===== src/design/rle_cell_pattern_decoder_core_assert.svh =====
// Assertion macros shared by the decoder RTL.
// Expects clk_i and rst_ni to be in scope where a macro is used.
`ifndef RLE_CELL_PATTERN_DECODER_CORE_ASSERT_SVH
`define RLE_CELL_PATTERN_DECODER_CORE_ASSERT_SVH

// same-cycle implication
`define RCPD_ASSERT_IMP(lbl, ante, cons, msg) \
  lbl: assert property (@(posedge clk_i) disable iff (!rst_ni) (ante) |-> (cons)) \
    else $error(msg);

// next-cycle implication
`define RCPD_ASSERT_NXT(lbl, ante, cons, msg) \
  lbl: assert property (@(posedge clk_i) disable iff (!rst_ni) (ante) |=> (cons)) \
    else $error(msg);

`endif


===== src/design/rcpd_pkg.sv =====
// Types and constants for the RLE cell pattern decoder.
// No dependencies.
`timescale 1ns / 1ps
`default_nettype none

package rcpd_pkg;

  // body characters
  localparam logic [7:0] CHAR_0    = 8'h30;
  localparam logic [7:0] CHAR_9    = 8'h39;
  localparam logic [7:0] CHAR_RUN  = 8'h6F; // 'o'
  localparam logic [7:0] CHAR_SKIP = 8'h62; // 'b'
  localparam logic [7:0] CHAR_ROW  = 8'h24; // '$'
  localparam logic [7:0] CHAR_END  = 8'h21; // '!'

  // config register indexes
  localparam logic CFG_BOARD_WIDTH  = 1'b0;
  localparam logic CFG_BOARD_HEIGHT = 1'b1;

  localparam logic [10:0] SIDE_RESET = 11'd1024;

  // result kinds
  localparam logic KIND_RUN = 1'b0;
  localparam logic KIND_END = 1'b1;

  localparam int unsigned CMD_FIFO_DEPTH = 2;

  typedef enum logic [1:0] {
    OP_RUN,
    OP_SKIP,
    OP_ROW,
    OP_END
  } cmd_op_e;

  typedef struct packed {
    cmd_op_e op;
    logic    restart; // cursor goes back to the origin before this command
  } cmd_ctl_t;

  typedef struct packed {
    logic [7:0] symbol;
    logic       start_req;
  } in_item_t;

  typedef struct packed {
    logic        kind;
    logic [9:0]  run_row;
    logic [9:0]  run_col;
    logic [10:0] run_length;
    logic        clipped;
  } out_item_t;

endpackage

`default_nettype wire


===== src/design/rcpd_chan_if.sv =====
// Valid/ready channel carrying one payload per beat.
// Payload type is a parameter; no other dependencies.
`timescale 1ns / 1ps
`default_nettype none

interface rcpd_chan_if #(
  parameter type payload_t = logic
) ();
  logic     valid;
  logic     ready;
  payload_t payload;

  modport source (output valid, output payload, input ready);
  modport sink   (input valid, input payload, output ready);
endinterface

`default_nettype wire


===== src/design/rle_cell_pattern_decoder_core.sv =====
// Top level of the RLE cell pattern body decoder.
// Depends on rcpd_pkg, rcpd_chan_if, rcpd_front, rcpd_cmd_fifo, rcpd_back.
`timescale 1ns / 1ps
`default_nettype none

// Channel   Dir   Handshake      Beat content
// in_ch     in    valid/ready    symbol byte, start_req
// out_ch    out   valid/ready    kind, run_row, run_col, run_length, clipped
// cfg       in    cfg_we_i only  index 0 board_width, index 1 board_height
//
// One character per cycle while the queue has room; the back takes one command a cycle
// while its output slot is free. A tag's result passes queue write, then output register.
// Digits and unknown bytes stay in the front and never reach the queue.
// in_ch.ready drops only when the two-entry command queue is full; out_ch stalls back up
// through the queue, so either side can stall alone. No clearing pass after reset.

module rle_cell_pattern_decoder_core #(
  parameter int MAX_SIDE   = 1024,
  parameter int COUNT_BITS = 16
) (
  input  wire         clk_i,
  input  wire         rst_ni,
  input  wire         cfg_we_i,
  input  wire         cfg_addr_i,
  input  wire  [10:0] cfg_wdata_i,
  rcpd_chan_if.sink   in_ch,
  rcpd_chan_if.source out_ch
);

  localparam int CmdW = $bits(rcpd_pkg::cmd_ctl_t) + COUNT_BITS;

  // board size registers; the user must write them only while the decoder is idle; the block does not enforce this
  logic [10:0] board_width_q, board_height_q;

  always_ff @(posedge clk_i or negedge rst_ni) begin
    if (!rst_ni) begin
      board_width_q  <= rcpd_pkg::SIDE_RESET;
      board_height_q <= rcpd_pkg::SIDE_RESET;
    end else if (cfg_we_i) begin
      case (cfg_addr_i)
        rcpd_pkg::CFG_BOARD_WIDTH:  board_width_q  <= cfg_wdata_i;
        rcpd_pkg::CFG_BOARD_HEIGHT: board_height_q <= cfg_wdata_i;
        default: ;
      endcase
    end
  end

  // front -> queue
  logic                  in_ready;
  logic                  fifo_full;
  logic                  push;
  rcpd_pkg::cmd_ctl_t    push_ctl;
  logic [COUNT_BITS-1:0] push_count;

  // queue -> back
  logic                  cmd_valid;
  logic                  cmd_pop;
  logic [CmdW-1:0]       cmd_word;
  rcpd_pkg::cmd_ctl_t    cmd_ctl;
  logic [COUNT_BITS-1:0] cmd_count;

  // back -> output channel
  logic                  out_valid;
  rcpd_pkg::out_item_t   out_item;

  rcpd_front #(
    .COUNT_BITS (COUNT_BITS)
  ) u_front (
    .clk_i       (clk_i),
    .rst_ni      (rst_ni),
    .in_valid_i  (in_ch.valid),
    .in_ready_o  (in_ready),
    .in_item_i   (in_ch.payload),
    .fifo_full_i (fifo_full),
    .push_o      (push),
    .cmd_ctl_o   (push_ctl),
    .cmd_count_o (push_count)
  );

  assign in_ch.ready = in_ready;

  rcpd_cmd_fifo #(
    .WIDTH (CmdW)
  ) u_cmd_fifo (
    .clk_i   (clk_i),
    .rst_ni  (rst_ni),
    .push_i  (push),
    .wdata_i ({push_ctl, push_count}),
    .full_o  (fifo_full),
    .pop_i   (cmd_pop),
    .valid_o (cmd_valid),
    .rdata_o (cmd_word)
  );

  assign cmd_ctl   = rcpd_pkg::cmd_ctl_t'(cmd_word[CmdW-1:COUNT_BITS]);
  assign cmd_count = cmd_word[COUNT_BITS-1:0];

  rcpd_back #(
    .MAX_SIDE   (MAX_SIDE),
    .COUNT_BITS (COUNT_BITS)
  ) u_back (
    .clk_i          (clk_i),
    .rst_ni         (rst_ni),
    .cmd_valid_i    (cmd_valid),
    .cmd_ctl_i      (cmd_ctl),
    .cmd_count_i    (cmd_count),
    .cmd_pop_o      (cmd_pop),
    .board_width_i  (board_width_q),
    .board_height_i (board_height_q),
    .out_valid_o    (out_valid),
    .out_ready_i    (out_ch.ready),
    .out_item_o     (out_item)
  );

  assign out_ch.valid   = out_valid;
  assign out_ch.payload = out_item;

endmodule

`default_nettype wire


===== src/design/rcpd_front.sv =====
// Front end: takes characters, builds the run count, issues tag commands.
// Depends on rcpd_pkg.
`timescale 1ns / 1ps
`default_nettype none
`include "rle_cell_pattern_decoder_core_assert.svh"

module rcpd_front #(
  parameter int COUNT_BITS = 16
) (
  input  wire                    clk_i,
  input  wire                    rst_ni,
  input  wire                    in_valid_i,
  output logic                   in_ready_o,
  input  wire rcpd_pkg::in_item_t in_item_i,
  input  wire                    fifo_full_i,
  output logic                   push_o,
  output rcpd_pkg::cmd_ctl_t     cmd_ctl_o,
  output logic [COUNT_BITS-1:0]  cmd_count_o
);

  localparam int ProdW = COUNT_BITS + 4;
  localparam logic [ProdW-1:0] CountMax = ProdW'({COUNT_BITS{1'b1}});

  logic [COUNT_BITS-1:0] count_q, count_d, count_b;
  logic seen_q, seen_d, seen_b;
  logic finished_q, finished_d, fin_b;
  logic restart_q, restart_d, restart_b;

  logic                  in_fire;
  logic                  is_digit;
  logic                  is_tag;
  logic [7:0]            sym_off;
  logic [ProdW-1:0]      prod;
  rcpd_pkg::cmd_op_e     op;

  assign in_ready_o = !fifo_full_i;
  assign in_fire    = in_valid_i && in_ready_o;
  assign sym_off    = in_item_i.symbol - rcpd_pkg::CHAR_0;
  assign is_digit   = (in_item_i.symbol >= rcpd_pkg::CHAR_0) &&
                      (in_item_i.symbol <= rcpd_pkg::CHAR_9);

  always_comb begin
    is_tag = 1'b1;
    op     = rcpd_pkg::OP_SKIP;
    case (in_item_i.symbol)
      rcpd_pkg::CHAR_RUN:  op = rcpd_pkg::OP_RUN;
      rcpd_pkg::CHAR_SKIP: op = rcpd_pkg::OP_SKIP;
      rcpd_pkg::CHAR_ROW:  op = rcpd_pkg::OP_ROW;
      rcpd_pkg::CHAR_END:  op = rcpd_pkg::OP_END;
      default:             is_tag = 1'b0;
    endcase
  end

  always_comb begin
    // a start clears everything before the symbol itself is decoded
    count_b   = count_q;
    seen_b    = seen_q;
    fin_b     = finished_q;
    restart_b = restart_q;
    if (in_item_i.start_req) begin
      count_b   = '0;
      seen_b    = 1'b0;
      fin_b     = 1'b0;
      restart_b = 1'b1;
    end

    // count * 10 + digit
    prod = ProdW'({count_b, 3'b000}) + ProdW'({count_b, 1'b0}) + ProdW'(sym_off[3:0]);

    count_d     = count_q;
    seen_d      = seen_q;
    finished_d  = finished_q;
    restart_d   = restart_q;
    push_o      = 1'b0;
    cmd_ctl_o   = '{op: op, restart: restart_b};
    cmd_count_o = seen_b ? count_b : COUNT_BITS'(1);

    if (in_fire && !fin_b) begin
      finished_d = 1'b0;
      if (is_digit) begin
        count_d   = (prod > CountMax) ? CountMax[COUNT_BITS-1:0] : prod[COUNT_BITS-1:0];
        seen_d    = 1'b1;
        restart_d = restart_b;
      end else begin
        count_d = '0;
        seen_d  = 1'b0;
        if (is_tag) begin
          push_o     = 1'b1;
          restart_d  = 1'b0;
          finished_d = (op == rcpd_pkg::OP_END);
        end else begin
          restart_d = restart_b;
        end
      end
    end
  end

  always_ff @(posedge clk_i or negedge rst_ni) begin
    if (!rst_ni) begin
      count_q    <= '0;
      seen_q     <= 1'b0;
      finished_q <= 1'b0;
      restart_q  <= 1'b0;
    end else begin
      count_q    <= count_d;
      seen_q     <= seen_d;
      finished_q <= finished_d;
      restart_q  <= restart_d;
    end
  end

  `RCPD_ASSERT_IMP(a_no_cmd_after_end, finished_q && in_fire && !in_item_i.start_req, !push_o, "command issued after end marker")
  `RCPD_ASSERT_NXT(a_end_sets_finished, push_o && op == rcpd_pkg::OP_END, finished_q, "end marker did not stop the front")

endmodule

`default_nettype wire


===== src/design/rcpd_cmd_fifo.sv =====
// Short command queue between front and back; flop storage.
// Depends on rcpd_pkg for the depth.
`timescale 1ns / 1ps
`default_nettype none
`include "rle_cell_pattern_decoder_core_assert.svh"

module rcpd_cmd_fifo #(
  parameter int WIDTH = 19
) (
  input  wire              clk_i,
  input  wire              rst_ni,
  input  wire              push_i,
  input  wire  [WIDTH-1:0] wdata_i,
  output logic             full_o,
  input  wire              pop_i,
  output logic             valid_o,
  output logic [WIDTH-1:0] rdata_o
);

  localparam int Depth = rcpd_pkg::CMD_FIFO_DEPTH;
  localparam int PtrW  = $clog2(Depth);
  localparam int CntW  = $clog2(Depth + 1);

  logic [WIDTH-1:0] mem_q [Depth];
  logic [PtrW-1:0]  wr_ptr_q, wr_ptr_d, rd_ptr_q, rd_ptr_d;
  logic [CntW-1:0]  count_q, count_d;

  assign full_o  = (count_q == CntW'(Depth));
  assign valid_o = (count_q != '0);
  assign rdata_o = mem_q[rd_ptr_q];

  always_comb begin
    wr_ptr_d = wr_ptr_q;
    rd_ptr_d = rd_ptr_q;
    count_d  = count_q;
    if (push_i) begin
      wr_ptr_d = (wr_ptr_q == PtrW'(Depth - 1)) ? '0 : wr_ptr_q + 1'b1;
    end
    if (pop_i) begin
      rd_ptr_d = (rd_ptr_q == PtrW'(Depth - 1)) ? '0 : rd_ptr_q + 1'b1;
    end
    if (push_i && !pop_i) begin
      count_d = count_q + 1'b1;
    end else if (pop_i && !push_i) begin
      count_d = count_q - 1'b1;
    end
  end

  always_ff @(posedge clk_i) begin
    if (push_i) begin
      mem_q[wr_ptr_q] <= wdata_i;
    end
  end

  always_ff @(posedge clk_i or negedge rst_ni) begin
    if (!rst_ni) begin
      wr_ptr_q <= '0;
      rd_ptr_q <= '0;
      count_q  <= '0;
    end else begin
      wr_ptr_q <= wr_ptr_d;
      rd_ptr_q <= rd_ptr_d;
      count_q  <= count_d;
    end
  end

  `RCPD_ASSERT_IMP(a_no_pop_empty, pop_i, valid_o, "pop from empty command queue")
  `RCPD_ASSERT_NXT(a_push_grows, push_i && !pop_i, count_q == $past(count_q) + 1'b1, "queue count did not grow on push")

endmodule

`default_nettype wire


===== src/design/rcpd_back.sv =====
// Back end: runs commands on the cursor, forms run/end results, output register.
// Depends on rcpd_pkg.
`timescale 1ns / 1ps
`default_nettype none
`include "rle_cell_pattern_decoder_core_assert.svh"

module rcpd_back #(
  parameter int MAX_SIDE   = 1024,
  parameter int COUNT_BITS = 16
) (
  input  wire                    clk_i,
  input  wire                    rst_ni,
  input  wire                    cmd_valid_i,
  input  wire rcpd_pkg::cmd_ctl_t cmd_ctl_i,
  input  wire [COUNT_BITS-1:0]   cmd_count_i,
  output logic                   cmd_pop_o,
  input  wire  [10:0]            board_width_i,
  input  wire  [10:0]            board_height_i,
  output logic                   out_valid_o,
  input  wire                    out_ready_i,
  output rcpd_pkg::out_item_t    out_item_o
);

  localparam int SumW = ((COUNT_BITS > 16) ? COUNT_BITS : 16) + 1;
  localparam logic [16:0]     MaxSide   = 17'(MAX_SIDE);
  localparam logic [SumW-1:0] CursorMax = SumW'(17'h0FFFF);

  logic [15:0] row_q, row_d, col_q, col_d;
  logic        out_valid_q;
  rcpd_pkg::out_item_t out_q, out_d;

  logic [15:0]     row_b, col_b;
  logic [10:0]     eff_w, eff_h, avail;
  logic [SumW-1:0] cnt_x, col_sum, row_sum;
  logic [15:0]     col_sat, row_sat;
  logic            off_board, needs_out, slot_free, over;

  assign row_b = cmd_ctl_i.restart ? '0 : row_q;
  assign col_b = cmd_ctl_i.restart ? '0 : col_q;
  assign eff_w = (17'(board_width_i) > MaxSide) ? MaxSide[10:0] : board_width_i;
  assign eff_h = (17'(board_height_i) > MaxSide) ? MaxSide[10:0] : board_height_i;
  assign cnt_x = SumW'(cmd_count_i);

  assign col_sum = SumW'(col_b) + cnt_x;
  assign row_sum = SumW'(row_b) + cnt_x;
  assign col_sat = (col_sum > CursorMax) ? 16'hFFFF : col_sum[15:0];
  assign row_sat = (row_sum > CursorMax) ? 16'hFFFF : row_sum[15:0];

  assign off_board = (row_b >= 16'(eff_h)) || (col_b >= 16'(eff_w));
  assign avail     = eff_w - col_b[10:0];
  assign over      = cnt_x > SumW'(avail);

  assign needs_out = (cmd_ctl_i.op == rcpd_pkg::OP_RUN) || (cmd_ctl_i.op == rcpd_pkg::OP_END);
  assign slot_free = !out_valid_q || out_ready_i;
  assign cmd_pop_o = cmd_valid_i && (!needs_out || slot_free);

  always_comb begin
    row_d = row_q;
    col_d = col_q;
    out_d = '0;
    if (cmd_ctl_i.op == rcpd_pkg::OP_RUN) begin
      out_d.kind = rcpd_pkg::KIND_RUN;
      if (off_board) begin
        out_d.clipped = 1'b1;
      end else begin
        out_d.run_row    = row_b[9:0];
        out_d.run_col    = col_b[9:0];
        out_d.run_length = over ? avail : cnt_x[10:0];
        out_d.clipped    = over;
      end
    end else begin
      out_d.kind = rcpd_pkg::KIND_END;
    end

    if (cmd_pop_o) begin
      case (cmd_ctl_i.op)
        rcpd_pkg::OP_RUN, rcpd_pkg::OP_SKIP: begin
          row_d = row_b;
          col_d = col_sat;
        end
        rcpd_pkg::OP_ROW: begin
          row_d = row_sat;
          col_d = '0;
        end
        default: begin
          row_d = row_b;
          col_d = col_b;
        end
      endcase
    end
  end

  always_ff @(posedge clk_i or negedge rst_ni) begin
    if (!rst_ni) begin
      row_q       <= '0;
      col_q       <= '0;
      out_valid_q <= 1'b0;
    end else begin
      row_q <= row_d;
      col_q <= col_d;
      if (cmd_pop_o && needs_out) begin
        out_valid_q <= 1'b1;
      end else if (out_ready_i) begin
        out_valid_q <= 1'b0;
      end
    end
  end

  always_ff @(posedge clk_i) begin
    if (cmd_pop_o && needs_out) begin
      out_q <= out_d;
    end
  end

  assign out_valid_o = out_valid_q;
  assign out_item_o  = out_q;

  `RCPD_ASSERT_IMP(a_end_fields_zero, out_valid_q && out_q.kind == rcpd_pkg::KIND_END, out_q.run_length == '0 && !out_q.clipped && out_q.run_row == '0, "end result carries run fields")
  `RCPD_ASSERT_NXT(a_row_monotonic, cmd_pop_o && !cmd_ctl_i.restart, row_q >= $past(row_q), "cursor row moved back without a start")

endmodule

`default_nettype wire


===== src/flat_wrapper.sv =====
// flat-port wrapper written by rule: the top's interface ports become plain ports
module rle_cell_pattern_decoder_core_flat import rcpd_pkg::*;
#(
  parameter int MAX_SIDE   = 1024,
  parameter int COUNT_BITS = 16
)
  (clk_i, rst_ni, cfg_we_i, cfg_addr_i, cfg_wdata_i, in_ch_valid, in_ch_payload, in_ch_ready, out_ch_valid, out_ch_payload, out_ch_ready);
  rcpd_chan_if #(.payload_t(in_item_t)) in_ch_i ();
  rcpd_chan_if #(.payload_t(out_item_t)) out_ch_i ();
  input  wire clk_i;
  input  wire rst_ni;
  input  wire cfg_we_i;
  input  wire cfg_addr_i;
  input  wire  [10:0] cfg_wdata_i;
  input wire logic [$bits(in_ch_i.valid)-1:0] in_ch_valid;
  input wire logic [$bits(in_ch_i.payload)-1:0] in_ch_payload;
  output wire logic [$bits(in_ch_i.ready)-1:0] in_ch_ready;
  output wire logic [$bits(out_ch_i.valid)-1:0] out_ch_valid;
  output wire logic [$bits(out_ch_i.payload)-1:0] out_ch_payload;
  input wire logic [$bits(out_ch_i.ready)-1:0] out_ch_ready;
  assign in_ch_i.valid = in_ch_valid;
  assign in_ch_i.payload = in_ch_payload;
  assign in_ch_ready = in_ch_i.ready;
  assign out_ch_valid = out_ch_i.valid;
  assign out_ch_payload = out_ch_i.payload;
  assign out_ch_i.ready = out_ch_ready;
  rle_cell_pattern_decoder_core #(.MAX_SIDE(MAX_SIDE), .COUNT_BITS(COUNT_BITS)) u_core (.clk_i(clk_i), .rst_ni(rst_ni), .cfg_we_i(cfg_we_i), .cfg_addr_i(cfg_addr_i), .cfg_wdata_i(cfg_wdata_i), .in_ch(in_ch_i), .out_ch(out_ch_i));
endmodule

===== config.mk =====
export PLATFORM = sky130hd
export DESIGN_NAME = rle_cell_pattern_decoder_core_flat
export DESIGN_NICKNAME = d
export VERILOG_FILES = /design/src/design/rcpd_pkg.sv /design/src/design/rcpd_chan_if.sv /design/src/design/rle_cell_pattern_decoder_core.sv /design/src/design/rcpd_front.sv /design/src/design/rcpd_cmd_fifo.sv /design/src/design/rcpd_back.sv /design/src/flat_wrapper.sv
export VERILOG_INCLUDE_DIRS = /design/src /design/src/design
export SDC_FILE = /design/constraint.sdc
export NUM_CORES = 1
export LEC_CHECK = 0
export ABC_AREA = 1
export BUFFER_PORTS_ARGS = -buffer_cell sky130_fd_sc_hd__buf_2
export CAP_MARGIN = 40
export CORE_ASPECT_RATIO = 0.5
export CORE_MARGIN = 2
export CORE_UTILIZATION = 40
export DETAILED_ROUTE_END_ITERATION = 10
export PLACE_DENSITY = 0.65
export SLEW_MARGIN = 20
export SYNTH_ARGS = -nofsm -noshare
export SYNTH_HDL_FRONTEND = slang
export SYNTH_SLANG_ARGS = --single-unit

===== constraint.sdc =====
create_clock -name clk_i -period 5.3 [get_ports clk_i]
set_input_delay 1.06 -clock clk_i [delete_from_list [all_inputs] [get_ports clk_i]]
set_output_delay 1.06 -clock clk_i [all_outputs]
set_load 0.005 [all_outputs]

==> out/qor.yml, run 1 <==
timing:
  min_period_over_period_pct: 85.4
  fmax_mhz: 221
  rsz0062_at_grt: "no"
  post-route-min-period_ns: 4.53
  tightest_slew_ns: 0.871
  slew_viol_final: 0
  hold_viol_final: 0
  slew_headroom_pct: 41.3
  setup_viol: 0
  clock_skew_ns: 0.0136
  tns_ns: 0
status:
  outcome: "completed"
synth:
  ys_seq_area_share_pct: 36.1
  synth_cell_types: 39
  syn-cell-area_um2: 11300
  ys_ff_latch: 149
  avgSynthCellArea_um2: 7.19
  yosys.area.top_type: "edfxtp_1"
  ys.flop_type: "dfrtp_1"
  async_flop_share_pct: 52.3
  synth_area_leaders: "edfxtp_1 19%, dfrtp_1 17%, nand2_1 15%"
  syn_inst: 1573
  ys_warn_count: 0
  syn_nets: 1715
  yosysTopAreaCellShare_pct: 18.9
  synth-edff-count: 71
clock_tree:
  clock_path_buffers: 2
  cts_max_level: 4
  cts.sinks: 149
  cts-root-buf: "clkbuf_16"
  numCtsBuffers: 17
  cts_hold_buffers: 0
  postCtsResizedCells: 0
  cts.clk_slew.worst_paths_ns: 0.07
  clk_latency_ns: 0.45
  cts_setup_buffers: 0
  cts_tree: "done"
critical_path:
  crit_path_start_kind: "flop"
  critPathLaunch: "u_core.u_cmd_fifo.rd_ptr_q"
  worstPathRequired_ns: 5.47
  crit_chain: "inv_1 -> nand2_1 -> and2_4 -> clkinv_1 -> nor2_1 -> inv_1 -> ha_1 -> a21oi_1 -> o21ai_0 -> a21oi_1 -> xor2_1 -> ha_1 -> a21oi_1 -> o21a_1 -> nand2_1 -> nand2_1 -> nand2_4 -> nand2_4 -> nand2_1 -> o21ai_0 -> nor2_1"
  r2r_cells: 21
  r2r-start: "u_core.u_cmd_fifo.rd_ptr_q"
  reg2reg_to: "u_core.u_back.out_item_o[8]"
  slowest_delay_ns: 0.69
  crit_path_frequent_cell: "nand2_1"
  worstPathArrival_ns: 4.70
  crit_fanout: 20
  slowest_stage: "dfrtp_1"
  r2r_setup_slack_ns: 0.77
  end_kind: "flop"
  crit_type: "flop to flop"
  crit_end: "u_core.u_back.out_item_o[8]"
die:
  start_util_pct: 40.7
  die_area_um2: 29700
  core-area_um2: 27800
  rows: 43
  io_pins: 61
  die_w_um: 242
  die_h_um: 123
finish:
  n_antenna_cell: 0
  fin_util_pct: 45.2
  drive_above_1_share_pct: 7.93
  area_delta_synth_final_pct: 11.0
  nets: 1768
pwr:
  p_leak_nw: 6.59
  peakVddDrop_mv: 0.269
  total_power_mw: 7.33
  power_density_nw_per_um2: 584
flow_run:
  max_cap_viol_count: 0
routing:
  drt_wl_total_um: 30100
  ant_nets: 0
  first_iter_violations: 778
  vias: 10000
  vias_per_cell: 4.96
  drc: 0
  routedWlPerCell_um: 14.9
  firstDrtPassIters: 5
place:
  hpwl_um: 23100
  gp_congestion: 0.903
  port_buffers: 60
global_route:
  track_usage_pct: 20.9
  grt_max_degree: 50
  grt_pass1_wl_um: 48500
  grt_pass1_vias: 9169
  antenna_found_initial: 0
  grt_overflow: 0
min_path:
  hp-class: "flop to flop"
  whs_path_depth: 1
[routing by layer]
layer	routed length (µm)	GRT usage (%)
met1	15200	29.8
met2	12800	33.1
met3	1780	3.70
met4	260	4.59
met5	0	0
[cell usage after synthesis (3+ instances only)]
| master | instances |
|---|---|
| and2_1 | 4 |
| inv_1 | 248 |
| xor2_1 | 12 |
| nand2_1 | 437 |
| fa_1 | 5 |
| buf_2 | 4 |
| o21bai_1 | 6 |
| nand3_1 | 91 |
| xnor2_1 | 17 |
| or2_2 | 12 |
| clkbuf_1 | 18 |
| nor2_1 | 180 |
| nor2_2 | 6 |
| nor3_1 | 9 |
| dfrtp_1 | 76 |
| buf_4 | 3 |
| a21oi_1 | 97 |
| o211ai_1 | 3 |
| nand3b_1 | 4 |
| nand2_2 | 3 |
| edfxtp_1 | 71 |
| nor4_1 | 6 |
| buf_6 | 7 |
| o21ai_0 | 104 |
| nand4_1 | 18 |
| ha_1 | 111 |
[stage by stage]
step	cells	hold WS, ns	setup WS (ns)	cell area, µm²
6_report	2021	0.470	0.773	12500
5_1_grt	2021	0.488	0.361	12500
4_1_cts	2021	0.477	0.831	12500
3_5_place_dp	1989	0.463	0.869	12000
3_3_place_gp	1988	0.461	0.949	11900
2_1_floorplan	1573	0.446	1.71	11300
[state kept, by name, indices dropped and copies added, names as in the netlist]
signal	flops
u_core.u_cmd_fifo.count_q	2
u_core.board_width_q	11
u_core.u_front.seen_q	1
u_core.u_cmd_fifo.rd_ptr_q	1
u_core.u_back.row_q	16
u_core.u_front.count_q	16
u_core.u_cmd_fifo.mem_q	38
u_core.u_back.out_item_o	33
u_core.u_back.col_q	16
u_core.board_height_q	11
u_core.u_front.restart_q	1
u_core.u_back.out_valid_o	1
u_core.u_cmd_fifo.wr_ptr_q	1
u_core.u_front.finished_q	1
[cell type report]
class,count,area (µm²)
sequential,149,4090
clock inverter,15,170
inverter,251,942
multi-input combinational,1139,6080
fill,2882,15200
timing repair buffer,68,360
clock buffer,17,425
tap,382,478
[how the worst min path moves through the flow]
stage,from,end,slack (ns)
6_report,u_core.u_cmd_fifo.count_q[0],u_core.u_cmd_fifo.count_q[0],0.47
5_1_grt,u_core.u_cmd_fifo.count_q[0],u_core.u_cmd_fifo.count_q[0],0.49
4_1_cts,u_core.u_cmd_fifo.count_q[0],u_core.u_cmd_fifo.count_q[0],0.48
3_5_place_dp,u_core.u_cmd_fifo.count_q[0],u_core.u_cmd_fifo.count_q[0],0.46
3_3_place_gp,u_core.u_cmd_fifo.count_q[0],u_core.u_cmd_fifo.count_q[0],0.46
2_1_floorplan,u_core.u_cmd_fifo.count_q[0],u_core.u_cmd_fifo.count_q[0],0.45
[critical path: cells and delay by family, from the launching register on]
kind	cells	cell delay (ns)
AO/OA/AOI/OAI	6	0.90
AND/OR/NAND/NOR	9	1.26
XOR/XNOR	1	0.31
adder cells (fa/ha/maj)	2	0.57
flip-flops	1	0.69
buffers and inverters	3	0.52
[logic make-up after synthesis]
logic type	share of synthesized area (%)
xor+xnor	2.25
buf+inv	10.1
fa+ha+maj	13.2
flops	36.1
simple gates	28.4
compound gates	9.95
[cell usage in the layout (no fill, tap or decap), types with 3 or more instances in the layout]
cell type	netlist	final
a21oi_1	97	97
and2_1	4	4
buf_2	4	60
buf_4	3	8
clkbuf_16	0	17
clkinvlp_4	0	3
dfrtp_1	76	76
edfxtp_1	71	71
fa_1	5	5
ha_1	111	111
inv_1	248	248
inv_6	0	3
inv_8	0	3
nand2_1	437	437
nand2_2	3	3
nand3_1	91	91
nand3b_1	4	4
nand4_1	18	18
nor2_1	180	179
nor2_2	6	7
nor3_1	9	9
nor4_1	6	6
o211ai_1	3	3
o21ai_0	104	104
o21bai_1	6	6
or2_2	12	12
xnor2_1	17	17
xor2_1	12	12
[power breakdown]
part | switching, mW | internal [mW] | total (mW)
Sequential | 0.148 | 1.60 | 1.75
Combinational | 2.89 | 1.43 | 4.32
Clock | 0.547 | 0.705 | 1.25
Power figures use the tool's default switching activity.
==> run 2, diff against run 1 <==
--- a/config.mk
+++ b/config.mk
@@ -9,7 +9,6 @@
 export ABC_AREA = 1
 export BUFFER_PORTS_ARGS = -buffer_cell sky130_fd_sc_hd__buf_2
 export CAP_MARGIN = 40
-export CORE_ASPECT_RATIO = 0.5
 export CORE_MARGIN = 2
 export CORE_UTILIZATION = 40
 export DETAILED_ROUTE_END_ITERATION = 10
==> run 2 against run 1 <==
Effect of this change: clock power shrank 6%; clock skew decreased by 0.0029 ns; first-iteration DRC count decreased by 14%; count of clock-buffer cells in the layout did not move; hold slack gained 0.0099 ns; via count decreased by 0.13%; global-route usage increased by 0.86 points; sequential power about the same; critical path type unchanged; critical endpoint is now u_core.u_back.out_item_o[1]; largest cell class unchanged; largest power group unchanged.
==> out/qor.yml, run 2 (synthesis results as in run 1) <==
critical_path:
  crit_path_start_kind: "flop"
  end_kind: "flop"
  crit_type: "flop to flop"
  r2r_setup_slack_ns: 0.85
  reg2reg_to: "u_core.u_back.out_item_o[1]"
  r2r-start: "u_core.u_cmd_fifo.rd_ptr_q"
  worstPathRequired_ns: 5.45
  critPathLaunch: "u_core.u_cmd_fifo.rd_ptr_q"
  worstPathArrival_ns: 4.60
  crit_fanout: 20
  r2r_cells: 20
timing:
  tns_ns: 0
  rsz0062_at_grt: "no"
  setup_viol: 0
  hold_viol_final: 0
  clock_skew_ns: 0.0107
  slew_headroom_pct: 49.2
  whs_ns: 0.480
  fmax_mhz: 225
  slew_viol_final: 0
  post-route-min-period_ns: 4.45
  tightest_slew_ns: 0.760
  min_period_over_period_pct: 83.9
clock_tree:
  cts_setup_buffers: 0
  cts.sinks: 149
  numCtsBuffers: 17
  clock_path_buffers: 2
  cts-root-buf: "clkbuf_16"
  clk_latency_ns: 0.43
  cts_hold_buffers: 0
  cts.clk_slew.worst_paths_ns: 0.07
  cts_max_level: 4
  cts_tree: "done"
  postCtsResizedCells: 0
routing:
  routedWlPerCell_um: 15.4
  ant_nets: 0
  maxUsedRoutingLayer: "met4"
  wl_met3_um: 1470
  vias: 10000
  wl_met1_um: 14500
  drt_wl_total_um: 31200
  vias_per_cell: 4.95
  drc: 0
  wl_met2_um: 14500
  firstDrtPassIters: 5
  first_iter_violations: 669
global_route:
  grt_overflow: 0
  grt_pass1_vias: 9535
  antenna_found_initial: 0
  grt_max_degree: 46
  track_usage_pct: 21.7
  grt_pass1_wl_um: 49900
status:
  outcome: "completed"
place:
  gp_congestion: 0.936
  place_area_um2: 12000
  port_buffers: 60
  hpwl_um: 24600
min_path:
  hp-class: "flop to flop"
  whs_path_depth: 1
  worstHoldStart: "u_core.u_cmd_fifo.count_q[0]"
  min_to: "u_core.u_cmd_fifo.count_q[0]"
pwr:
  p_leak_nw: 6.60
  peakVddDrop_mv: 0.292
  total_power_mw: 7.26
  power_density_nw_per_um2: 579
finish:
  nets: 1771
  n_antenna_cell: 0
  multi_input_area_um2: 6080
  mostFrequentLayoutCells: "437 x nand2_1, 248 x inv_1, 180 x nor2_1"
  area_delta_synth_final_pct: 10.8
  final_common_cell: "nand2_1"
  final.fill_count: 2892
  fin_area_um2: 12500
  largest_register_ffs: 38
  largest-register: "u_core.u_cmd_fifo.mem_q"
  seqCellArea_um2: 4090
  drive_above_1_share_pct: 8.04
die:
  die_h_um: 172
  io_pins: 61
  rows: 61
  die_area_um2: 29600
  core-area_um2: 27800
  start_util_pct: 40.7
  die_w_um: 172
flow_run:
  max_cap_viol_count: 0
[run 2: cell type report]
type / instances / share of cell area [%]
clock inverter: 15 / 1.08
clock buffer: 17 / 3.40
sequential: 149 / 32.6
inverter: 251 / 7.52
multi-input combinational: 1139 / 48.6
tap: 378 / 3.78
timing repair buffer: 71 / 3.06
[run 2: where the power goes]
part / total [mW] / internal (mW) / switching, mW
clock network: 1.17 / 0.619 / 0.554
registers: 1.73 / 1.60 / 0.134
logic: 4.35 / 1.45 / 2.90
[run 2: routing by layer]
| layer | up-vias | global-route usage, % |
|---|---|---|
| met4 | 0 | 6.83 |
| met1 | 4543 | 28.8 |
| met2 | 281 | 36.8 |
| met3 | 34 | 2.75 |
| li1 | 5149 | - |
| met5 | - | 0 |
[run 2: metrics by stage]
step | utilization [%] | setup slack [ns] | std cells
after detailed placement | 43.1 | 0.920 | 1987
after global routing | 45.1 | 0.393 | 2020
after floorplan | - | 1.71 | 1573
final | 45.1 | 0.851 | 2020
after global placement | 43.1 | 0.921 | 1987
after CTS | 45.1 | 0.883 | 2019
[run 2: worst max path at each step]
| stage | to | cells after the start | slack (ns) |
|---|---|---|---|
| floorplan | u_core.u_back.out_item_o[1] | 26 | 1.71 |
| global placement | u_core.u_back.out_item_o[2] | 22 | 0.92 |
| detailed placement | u_core.u_back.out_item_o[1] | 20 | 0.92 |
| CTS | u_core.u_back.out_item_o[1] | 21 | 0.88 |
| global route | u_core.u_back.out_item_o[2] | 24 | 0.39 |
| finish | u_core.u_back.out_item_o[1] | 20 | 0.85 |
[run 2: worst max-delay path, stage by stage, from the launching register on]
cell and delay, ns:
dfrtp_1 0.75, inv_1 0.13, nand2_1 0.08, and2_4 0.29
clkinv_1 0.22, nor2_1 0.28, ha_1 0.36, nand2_1 0.13
nand2_1 0.09, o21ai_0 0.28, nand4_1 0.12, nand2_1 0.16
inv_1 0.06, ha_1 0.29, nand4_1 0.11, nor2_2 0.13
nand3_2 0.19, nand2_4 0.22, nand2_1 0.08, o21ai_0 0.11
nor2_1 0.08
